--- src/rtl/cip_pkg.sv ---
// Shared types and constants for the coalescing impact queue.
// Used by every module of the block except cip_ram; no dependencies of its own.
package cip_pkg;

  typedef enum logic [1:0] {
    CMD_ENQUEUE = 2'd0,
    CMD_POP     = 2'd1,
    CMD_CLEAR   = 2'd2,
    CMD_NOP     = 2'd3
  } cmd_t;

  typedef enum logic [1:0] {
    ST_IDLE,
    ST_SCAN,
    ST_POP
  } back_state_t;

  // floor(mm / 350): bias to a nonnegative value, multiply by reciprocal
  localparam logic [24:0] CELL_BIAS_MM = 25'd8388800;  // 350 * 23968
  localparam logic [16:0] CELL_BIAS_Q  = 17'd23968;
  localparam logic [24:0] CELL_RECIP   = 25'd24542671; // ceil(2^33 / 350)
  localparam int          CELL_SHIFT   = 33;

  typedef struct packed {
    logic [63:0]        src_id;
    logic [63:0]        tgt_id;
    logic [63:0]        col_id;
    logic signed [23:0] point_x;
    logic signed [23:0] point_y;
    logic signed [23:0] point_z;
    logic signed [31:0] impulse;
    logic signed [31:0] speed;
    logic [63:0]        low_key;
    logic [63:0]        high_key;
    logic signed [15:0] cell_x;
    logic signed [15:0] cell_y;
    logic signed [15:0] cell_z;
  } entry_t;

  typedef struct packed {
    cmd_t   command;
    entry_t entry;
  } item_t;

  typedef struct packed {
    logic               accepted;
    logic               pop_valid;
    logic [63:0]        src_id;
    logic [63:0]        tgt_id;
    logic [63:0]        col_id;
    logic signed [23:0] point_x;
    logic signed [23:0] point_y;
    logic signed [23:0] point_z;
    logic signed [31:0] impulse;
    logic signed [31:0] speed;
    logic [4:0]         entry_count;
  } result_t;

endpackage

--- src/rtl/cip_fifo.sv ---
// Two-word queue between front and back ends.
// Depends on cip_pkg.
module cip_fifo (
  input  logic           clk,
  input  logic           rst,
  input  logic           wr_en,
  output logic           wr_ready,
  input  cip_pkg::item_t wr_item,
  output logic           rd_valid,
  input  logic           rd_en,
  output cip_pkg::item_t rd_item
);
  import cip_pkg::*;

  item_t      slots [2];
  logic       wr_ptr, rd_ptr;
  logic [1:0] count;
  logic       do_wr, do_rd;

  assign wr_ready = (count != 2'd2);
  assign rd_valid = (count != 2'd0);
  assign rd_item  = slots[rd_ptr];
  assign do_wr    = wr_en && wr_ready;
  assign do_rd    = rd_en && rd_valid;

  always_ff @(posedge clk) begin
    if (rst) begin
      wr_ptr <= 1'b0;
      rd_ptr <= 1'b0;
      count  <= 2'd0;
    end else begin
      if (do_wr) wr_ptr <= !wr_ptr;
      if (do_rd) rd_ptr <= !rd_ptr;
      count <= count + 2'(do_wr) - 2'(do_rd);
    end
    if (do_wr) begin
      slots[wr_ptr] <= wr_item;
    end
  end
endmodule

--- config.mk ---
export PLATFORM = sky130hd
export DESIGN_NAME = cip_fifo
export DESIGN_NICKNAME = d
export VERILOG_FILES = /design/src/rtl/cip_pkg.sv /design/src/rtl/cip_fifo.sv
export SDC_FILE = /design/constraint.sdc
export NUM_CORES = 1
export LEC_CHECK = 0
export ABC_CLOCK_PERIOD_IN_PS = 21400
export CAP_MARGIN = 40
export CORE_AREA = 2 2 402 404
export DETAILED_ROUTE_END_ITERATION = 12
export DIE_AREA = 0 0 404 406
export DONT_BUFFER_PORTS = 1
export GPL_TIMING_DRIVEN = 0
export SLEW_MARGIN = 20
export SYNTH_ARGS = -nofsm -noshare
export SYNTH_HDL_FRONTEND = slang
export SYNTH_SLANG_ARGS = --single-unit
--- constraint.sdc ---
create_clock -name clk -period 21.4 [get_ports clk]
set_input_delay 4.28 -clock clk [delete_from_list [all_inputs] [get_ports clk]]
set_output_delay 4.28 -clock clk [all_outputs]
set_load 0.05 [all_outputs]
==> After elaboration in Yosys (flattened, before gate mapping) <==
Memories as Yosys holds them, arrays and structs flattened. A register that Yosys moved wholly into a read port is not among the register bits.
Cells that the tools add are included.
{ "classes": {"n_eq_ne": 1, "addsub": 2, "mux": 4, "reduce_logical": 5} }
{ "op_table": {"columns": ["cell", "n"], "rows": [
  ["1-bit 2-to-1 mux", 4],
  ["2-bit by 1-bit adder with 2-bit output", 1],
  ["1-bit logical AND", 2],
  ["1-bit logical NOT", 2],
  ["2-bit != test (second input constant)", 1],
  ["2-bit nonzero test", 1],
  ["2-bit by 1-bit subtractor with 2-bit output", 1]
]} }
{ "word_totals": {"inputBits": 510, "ram_bits": 1012, "mem_count": 1, "wordCells": 16, "out_inout_bits": 508, "regBits": 4} }
{ "memory_table": {"columns": ["memory", "depth", "width", "rd", "rd_clocked_by_memory_dff", "wr", "line_no", "rtl"], "rows": [
  ["slots", 2, 506, 1, 1, 1, "cip_fifo.sv:15", "item_t slots [2];"]
]} }

==> Longest topological paths before layout <==
Gate-level depths: netlist (run 1).
{ "depth": {"word_depth": 4, "depth_mapped": 6} }

==> Worst setup path before layout (run 1) <==
OpenSTA, ideal clock, no wires.
{ "synth_path": {"path_kind": "input to register", "startpoint": "in wr_en", "endpoint": "mem slots[1][0] (netlist bit), enable pin", "n_path_buf": 0, "arrival_ns": 15.794, "setup_slack_ns": 4.666, "stages": 1, "required_time_ns": 20.460, "path_cell_list": "and3_1"} }
{ "synth_via": {"elab_chain_len": 3} }
{ "synth_rtl": {"columns": ["item", "line_no", "rtl"], "rows": [
  ["start, declared", "cip_fifo.sv:6", "input logic wr_en,"],
  ["1-bit logical AND", "cip_fifo.sv:23", "assign do_wr = wr_en && wr_ready;"],
  ["1-bit 2-to-1 mux", "cip_fifo.sv:36", "if (do_wr) begin"],
  ["1-bit 2-to-1 mux (implied by the code)", "cip_fifo.sv:37", "slots[wr_ptr] <= wr_item;"],
  ["end, declared", "cip_fifo.sv:15", null]
]} }
No other way between the ends.

==> summary.txt, run 1 <==
# resized after CTS: 0
first-pass GRT wire length: 134000 um
drt pass-1 iters: 5
Tot Pwr: 5.96 mW
largest net degree at the start of global routing: 99
clk buf depth: 3
total wire length: 106000 um
WP data arrival: 2.58 ns
die width: 404 um
Post-CTS Setup Bufs: 0
number of synthesis warnings: 0
Final setup violation count: 0
total CTS buffers: 108
layout cells sized above 1: 29.8%
Worst Tran Pin Value: 0.733 ns
Final WS setup: 14.54 ns
Core Rows: 147
clock tree from TritonCTS: yes
Worst IR Drop VDD: 0.0911 mV
antenna violations before repair: 36
fin area: 43900 um^2
final estimated routing congestion in global placement: 0.823
pre-CTS WS: 14.62 ns
top cells by area, synth: edfxtp_1 (82%), mux2_2 (6.2%), mux2_1 (6.0%)
Mapped Nets: 2114
CP Buf/Inv Count: 3
Post-DRT Antenna Nets: 0
H-tree depth: 3
DRT iter0 DRCs: 1095
reg2reg start: count[0]$_SDFF_PP0_
Layout Nets: 2243
flop-to-flop setup slack: 18.25 ns
Clock Latency Late Sink: 0.71 ns
Via density: 4.00
Final Cycle Share: 32.0%
IO Port Bufs: 0
status: completed
area leader, netlist: edfxtp_1
crit-path max cell delay: 0.65 ns
top cell type's share of synthesized area: 81.6%
vias in the first global route: 15610
commonest non-fill, non-tap cell in the layout: edfxtp_1
number of vias after detailed routing: 15728
CTS sink cnt: 1017
Mean Syn Cell Area: 23.2 um^2
Worst Path Max Fanout: 12
element type at the critical path start: register
pwr/cell area: 136 nW/um^2
GRT Util Overall: 12.1%
mapped cell area: 37300 um^2
Slew HR: 51.3%
hold_buf cts: 0
Post-route DRC: 0
Layout Skew: 0.0225 ns
I/O pins: 1018
max-cap check violation count: 0
Crit Path Class: reg -> out
TNS Setup: 0 ns
Root Buffer: clkbuf_16
Cells after Synth: 1603
CP top delay family: buffers and inverters
critical path cell sequence: buf_4, buf_6, buf_6, mux2_1
Layout area overhead: 17.8%
Die Y: 406 um
CP max-delay cell: mux2_1
post-layout minimum cycle time: 6.86 ns
Detail Placement HPWL: 81100 um
CP required: 17.12 ns
kind of end point of the critical path: output pin
sequential share of the synthesized area: 81.8%
clock-pin slew of the registers on the worst-case setup and hold paths: 0.06 ns
Final Core Density: 27.5%
Hold WC Path Type: reg -> reg
final-report max-slew violation count: 0
commonest non-fill, non-tap cells in the layout: edfxtp_1 (1012), mux2_2 (206), mux2_1 (200)
Hold Vio Cnt, Final: 0
Max Clk Rate: 0.146 GHz
unrepaired setup endpoints after global routing: false
Placeable Area: 160000 um^2
crit-path most repeated cell: buf_6
hold_sp: rd_ptr$_SDFFE_PP0P_
GRT Residual Overflow: 0
wire length per cell: 26.8 um
FF+latch count, synth: 1017
Yosys cell types: 26
Placed Area: 40400 um^2
Pleak: 14.0 nW
Die Area: 164000 um^2
Initial Util: 23.3%
state kept, by name, indices dropped and copies added, names as in the netlist, named ones only:
name,flops
slots,1012
count,2
rd_ptr,1
wr_ptr,1
final cells by class:
| type | count | area, um^2 |
|---|---|---|
| flip-flops and latches | 1017 | 30500 |
| clock buffers | 130 | 2830 |
| clock inverters | 68 | 633 |
| repair buffers | 19 | 472 |
| inverters | 1 | 11.3 |
| well taps | 2086 | 2610 |
| fillers | 15725 | 116000 |
| plain buffers | 56 | 546 |
| diodes | 26 | 65.1 |
| multi-input cells | 529 | 6230 |
cells by family (layout without fill, tap and decap cells):
group                    after synthesis  count (layout)  synth area share (%)
buffers and inverters                 57             274                  1.47
XOR/XNOR                               1               1                0.0235
AND/OR/NAND/NOR                       15              15                 0.232
AO/OA/AOI/OAI                          6               6                 0.118
other                                  0              26                     0
adder cells (fa/ha/maj)                1               1                0.0336
flip-flops                          1017            1017                  81.8
multiplexers                         506             506                  16.3
worst reg2reg max path: stages, from the launching register on:
cell,delay (ns)
dfxtp_1,0.41
nand2b_1,0.24
and3_4,0.54
buf_12,0.28
buf_16,0.30
buf_16,0.32
buf_16,0.34
buf_16,0.34
per-layer routing:
| metal | GRT usage (%) | routed length [um] | vias to the layer above |
|---|---|---|---|
| met1 | 11.1 | 32700 | 8030 |
| met2 | 21.3 | 54700 | 795 |
| met3 | 7.33 | 14500 | 170 |
| li1 | - | - | 6725 |
| met5 | 0 | 49 | - |
| met4 | 5.26 | 3700 | 8 |
cells in the mapped netlist (all sizes together):
cell       n
nand3b     1
inv        1
mux2     506
dfxtp      5
nand2b     1
o21ba      1
a21bo      1
and3       2
ha         1
nor2       4
buf       56
edfxtp  1012
nor4bb     1
nor2b      2
or2        1
o21ai      2
nand3      1
nor4       1
xor2       1
nor3       1
a21oi      1
o31a       1
path summary, 6_finish.rpt:
kind / to / cells after the start
max: rd_item[271] / 4
min: rd_ptr$_SDFFE_PP0P_ / 2
max reg2reg: slots[1][430]$_DFFE_PP_ / 7
min reg2reg: rd_ptr$_SDFFE_PP0P_ / 2
power breakdown:
group | total, mW | internal, mW | switching (mW)
registers | 2.46 | 2.42 | 0.0369
logic | 1.68 | 0.342 | 1.34
clock network | 1.82 | 1.03 | 0.786
stage by stage:
stage | hold slack, ns | std cells
after detailed placement | 0.497 | 3708
final | 0.509 | 3932
after floorplan | 0.472 | 1603
after CTS | 0.512 | 3906
after global routing | 0.545 | 3924
after global placement | 0.501 | 3689
Note: power is estimated with default switching activity, not from simulation.
==> inputs of run 2 (changes only) <==
--- a/config.mk
+++ b/config.mk
@@ -5,7 +5,7 @@
 export SDC_FILE = /design/constraint.sdc
 export NUM_CORES = 1
 export LEC_CHECK = 0
-export ABC_CLOCK_PERIOD_IN_PS = 21400
+export ABC_CLOCK_PERIOD_IN_PS = 6620
 export CAP_MARGIN = 40
 export CORE_AREA = 2 2 402 404
 export DETAILED_ROUTE_END_ITERATION = 12
==> constraint.sdc (replaced) <==
create_clock -name clk -period 6.62 [get_ports clk]
set_input_delay 1.324 -clock clk [delete_from_list [all_inputs] [get_ports clk]]
set_output_delay 1.324 -clock clk [all_outputs]
set_load 0.05 [all_outputs]
==> run 2 against run 1 <==
Net effect:
- sequential power rose to 3.2 times the previous value
- total power grew to 3.3 times the previous value
- cell count grew 0.41%
- clock skew fell by 0.0097 ns
==> summary.txt, run 2 (same netlist as run 1, synthesis figures left out) <==
fin cells: 3948
reg2reg start: count[0]$_SDFF_PP0_
CP max-delay cell: mux2_1
Worst Reg-to-Reg Cells: 8
Root Buffer: clkbuf_16
unrepaired setup endpoints after global routing: false
Crit path depth: 4
layout cells sized above 1: 30.6%
commonest non-fill, non-tap cells in the layout: edfxtp_1 (1012), mux2_2 (206), mux2_1 (200)
Biggest register: slots
GRT Residual Overflow: 0
status: completed
Slew HR: 51.5%
Worst IR Drop VDD: 0.412 mV
Initial Util: 23.3%
Worst Tran Pin Value: 0.729 ns
clk buf depth: 3
CP Buf/Inv Count: 3
antenna violations before repair: 37
CP required: 5.30 ns
I/O pins: 1018
pwr/cell area: 439 nW/um^2
hold_buf cts: 0
Final setup violation count: 0
# resized after CTS: 0
IO Port Bufs: 0
Max Clk Rate: 0.250 GHz
commonest non-fill, non-tap cell in the layout: edfxtp_1
number of vias after detailed routing: 15777
Final Core Density: 27.6%
H-tree depth: 3
Hold WC Path Type: reg -> reg
Clock Latency Late Sink: 0.72 ns
Pleak: 14.1 nW
Hold Vio Cnt, Final: 0
Layout Nets: 2254
post-layout minimum cycle time: 4.00 ns
Worst Path Max Fanout: 10
clock-pin slew of the registers on the worst-case setup and hold paths: 0.06 ns
Crit Path Class: reg -> out
final-report max-slew violation count: 0
largest net degree at the start of global routing: 52
Die Y: 406 um
Layout area overhead: 18.4%
Core Rows: 147
die width: 404 um
Hold Path Sink: rd_ptr$_SDFFE_PP0P_
Final WS setup: 2.62 ns
Post-CTS Setup Bufs: 0
Via density: 4.00
Die Area: 164000 um^2
vias in the first global route: 16079
total wire length: 109000 um
Layout Skew: 0.0128 ns
Largest register FFs: 1012
Post-DRT Antenna Nets: 0
first-pass GRT wire length: 139000 um
final estimated routing congestion in global placement: 0.785
placed instance count: 3719
clock tree from TritonCTS: yes
DRT iter0 DRCs: 1004
crit-path max cell delay: 0.67 ns
Tot Pwr: 19.4 mW
GRT Util Overall: 12.6%
Worst Hold Depth: 2
drt pass-1 iters: 5
element type at the critical path start: register
flop-to-flop setup slack: 3.42 ns
hold_sp: rd_ptr$_SDFFE_PP0P_
Final Cycle Share: 60.5%
Detail Placement HPWL: 84600 um
max-cap check violation count: 0
wire length per cell: 27.5 um
WP data arrival: 2.68 ns
total CTS buffers: 108
FF-to-FF End: slots[0][378]$_DFFE_PP_
largest registers: slots: 1012 flops, count: 2 flops
kind of end point of the critical path: output pin
Post-route DRC: 0
CTS sink cnt: 1017
CP top delay family: buffers and inverters
pre-CTS WS: 3.16 ns
Placeable Area: 160000 um^2
critical path cell sequence: buf_4, buf_6, buf_6, mux2_1
crit-path most repeated cell: buf_6
run 2: changes by cell type in the layout (fill, tap and decap cells not counted), sizes merged:
cell	previous run	this run
buf	75	86
bufinv	7	8
clkbuf	130	125
clkinv	45	53
diode	26	28
inv	10	9
run 2: worst reg2reg max path, cell delays in order, from the launching register on:
cell,delay (ns)
dfxtp_1,0.42
nand2b_1,0.58
nand3b_1,0.25
clkinvlp_4,0.41
buf_16,0.23
buf_12,0.23
buf_12,0.25
buf_12,0.26
buf_12,0.25
run 2: worst max-delay path by stage:
stage                     startpoint                      end  slack, ns
after floorplan                wr_en    slots[0][0]$_DFFE_PP_      -2.85
after detailed placement       wr_en  slots[0][368]$_DFFE_PP_       3.16
final                       register             rd_item[262]       2.62
after global placement         wr_en  slots[0][406]$_DFFE_PP_      -8.06
after CTS                   register             rd_item[261]       2.40
after global routing        register             rd_item[261]       2.36
run 2: area by class of cell:
type,count,area (um^2)
tap,2086,2610
clock inverter,76,692
buffer,56,546
antenna,28,70.1
fill,15707,116000
inverter,1,7.51
clock buffer,125,2810
multi-input combinational,529,6230
sequential,1017,30500
timing repair buffer,30,676
run 2: where the power goes:
part / switching (mW) / internal [mW] / total, mW
Clock: 2.56 / 3.37 / 5.93
Sequential: 0.119 / 7.81 / 7.93
Combinational: 4.35 / 1.15 / 5.50
run 2: per-stage QoR:
stage | TNS, ns | area (um^2) | hold slack, ns
4_1_cts | 0 | 44100 | 0.515
2_1_floorplan | -2067.43 | 37300 | 0.472
6_report | 0 | 44100 | 0.511
5_1_grt | 0 | 44100 | 0.535
3_3_place_gp | -6563.68 | 39900 | 0.507
3_5_place_dp | 0 | 40600 | 0.499
run 2: layer usage:
| metal | part of all wire [%] | routed length (um) | GRT usage, % |
|---|---|---|---|
| met1 | 31 | 33500 | 11.5 |
| met2 | 53 | 57700 | 22.8 |
| met3 | 13 | 14600 | 7.17 |
| met4 | 2.6 | 2840 | 4.91 |
| met5 | 0.042 | 46 | 0 |
==> inputs of run 3 (changes only) <==
--- a/config.mk
+++ b/config.mk
@@ -5,7 +5,7 @@
 export SDC_FILE = /design/constraint.sdc
 export NUM_CORES = 1
 export LEC_CHECK = 0
-export ABC_CLOCK_PERIOD_IN_PS = 6620
+export ABC_CLOCK_PERIOD_IN_PS = 3760
 export CAP_MARGIN = 40
 export CORE_AREA = 2 2 402 404
 export DETAILED_ROUTE_END_ITERATION = 12
==> constraint.sdc (replaced) <==
create_clock -name clk -period 3.76 [get_ports clk]
set_input_delay 0.752 -clock clk [delete_from_list [all_inputs] [get_ports clk]]
set_output_delay 0.752 -clock clk [all_outputs]
set_load 0.05 [all_outputs]
==> run 3 against run 2 <==
Net effect:
- setup slack worse by 2.3 ns
- largest power group unchanged
- critical path type unchanged
- clock skew grew 0.026 ns
- cell count fell by 0.71%
- first-iteration DRC count grew 0.40%
- clock-buffer cell count rose by 5
- critical endpoint is now rd_item[264]
==> summary.txt, run 3 (same netlist as run 1, synthesis figures left out) <==
status: completed
Via density: 3.98
total CTS buffers: 107
Final Cycle Share: 90.2%
kind of end point of the critical path: output pin
GRT Util Overall: 11.9%
Tot Pwr: 33.5 mW
final-report max-slew violation count: 0
number of vias after detailed routing: 15611
Core Rows: 147
Final setup violation count: 0
Final Core Density: 27.5%
vias in the first global route: 15845
pwr/cell area: 763 nW/um^2
die width: 404 um
CP required: 3.01 ns
Slew HR: 54.9%
Clock Latency Late Sink: 0.71 ns
H-tree depth: 3
total wire length: 104000 um
I/O pins: 1018
commonest non-fill, non-tap cell in the layout: edfxtp_1
Final WS setup: 0.367 ns
Worst Reg-to-Reg Cells: 10
Placeable Area: 160000 um^2
pre-CTS WS: 0.395 ns
clock-pin slew of the registers on the worst-case setup and hold paths: 0.06 ns
Biggest register: slots
fin cells: 3920
element type at the critical path start: register
fin area: 43900 um^2
first-pass GRT wire length: 133000 um
DRT iter0 DRCs: 1008
unrepaired setup endpoints after global routing: false
Root Buffer: clkbuf_16
Pleak: 14.0 nW
Hold WC Path Type: in -> reg
Detail Placement HPWL: 80500 um
Post-route DRC: 0
CTS sink cnt: 1017
Layout area overhead: 17.8%
placed instance count: 3720
Post-DRT Antenna Nets: 0
Largest register FFs: 1012
Layout Skew: 0.0385 ns
largest net degree at the start of global routing: 54
Hold Vio Cnt, Final: 0
largest registers: slots: 1012 flops, count: 2 flops
Die Y: 406 um
antenna violations before repair: 17
flop-to-flop setup slack: 0.42 ns
post-layout minimum cycle time: 3.39 ns
drt pass-1 iters: 4
max-cap check violation count: 0
final estimated routing congestion in global placement: 0.780
Worst Path Max Fanout: 10
layout cells sized above 1: 29.7%
WP data arrival: 2.64 ns
Layout Nets: 2254
Max Clk Rate: 0.295 GHz
IO Port Bufs: 0
clk buf depth: 3
TNS Setup: 0 ns
Hold WS: 0.111 ns
clock tree from TritonCTS: yes
hold_buf cts: 0
Worst Hold Depth: 1
Initial Util: 23.3%
# resized after CTS: 0
Die Area: 164000 um^2
commonest non-fill, non-tap cells in the layout: edfxtp_1 (1012), mux2_2 (206), mux2_1 (200)
Worst IR Drop VDD: 0.447 mV
Placed Area: 40600 um^2
Crit Path Class: reg -> out
GRT Residual Overflow: 0
Post-CTS Setup Bufs: 0
Worst Tran Pin Value: 0.678 ns
wire length per cell: 26.5 um
[run 3: path summary, 6_finish.rpt]
path / from / end
min: rst / register
max: register / rd_item[264]
min reg2reg: rd_ptr$_SDFFE_PP0P_ / register
max reg2reg: count[0]$_SDFF_PP0_ / slots[0][387]$_DFFE_PP_
[run 3: cell type report]
| cell class | count | area (um^2) |
|---|---|---|
| Antenna cell | 8 | 20.0 |
| Buffer | 56 | 546 |
| Clock buffer | 130 | 2790 |
| Clock inverter | 62 | 493 |
| Fill cell | 15681 | 116000 |
| Inverter | 1 | 7.51 |
| Multi-Input combinational cell | 529 | 6240 |
| Sequential cell | 1017 | 30500 |
| Tap cell | 2086 | 2610 |
| Timing Repair Buffer | 31 | 726 |
[run 3: critical path: stages (launching register included)]
cell and delay (ns):
dfxtp_1 0.32, buf_4 0.32, buf_6 0.27, buf_6 0.31
mux2_1 0.65
[run 3: routing by layer]
layer | up-vias | part of all wire, % | global-route usage (%)
li1 | 6731 | - | -
met1 | 7982 | 31 | 10.8
met2 | 751 | 54 | 22.0
met3 | 145 | 12 | 6.45
met4 | 2 | 2.8 | 4.69
met5 | - | 0.013 | 0
[run 3: where the power goes]
group          switching [mW]  internal, mW  leakage (nW)
logic                    7.63          2.05          2.96
registers               0.212          13.8          9.51
clock network            4.40          5.45          1.55
total                    12.2          21.3          14.0
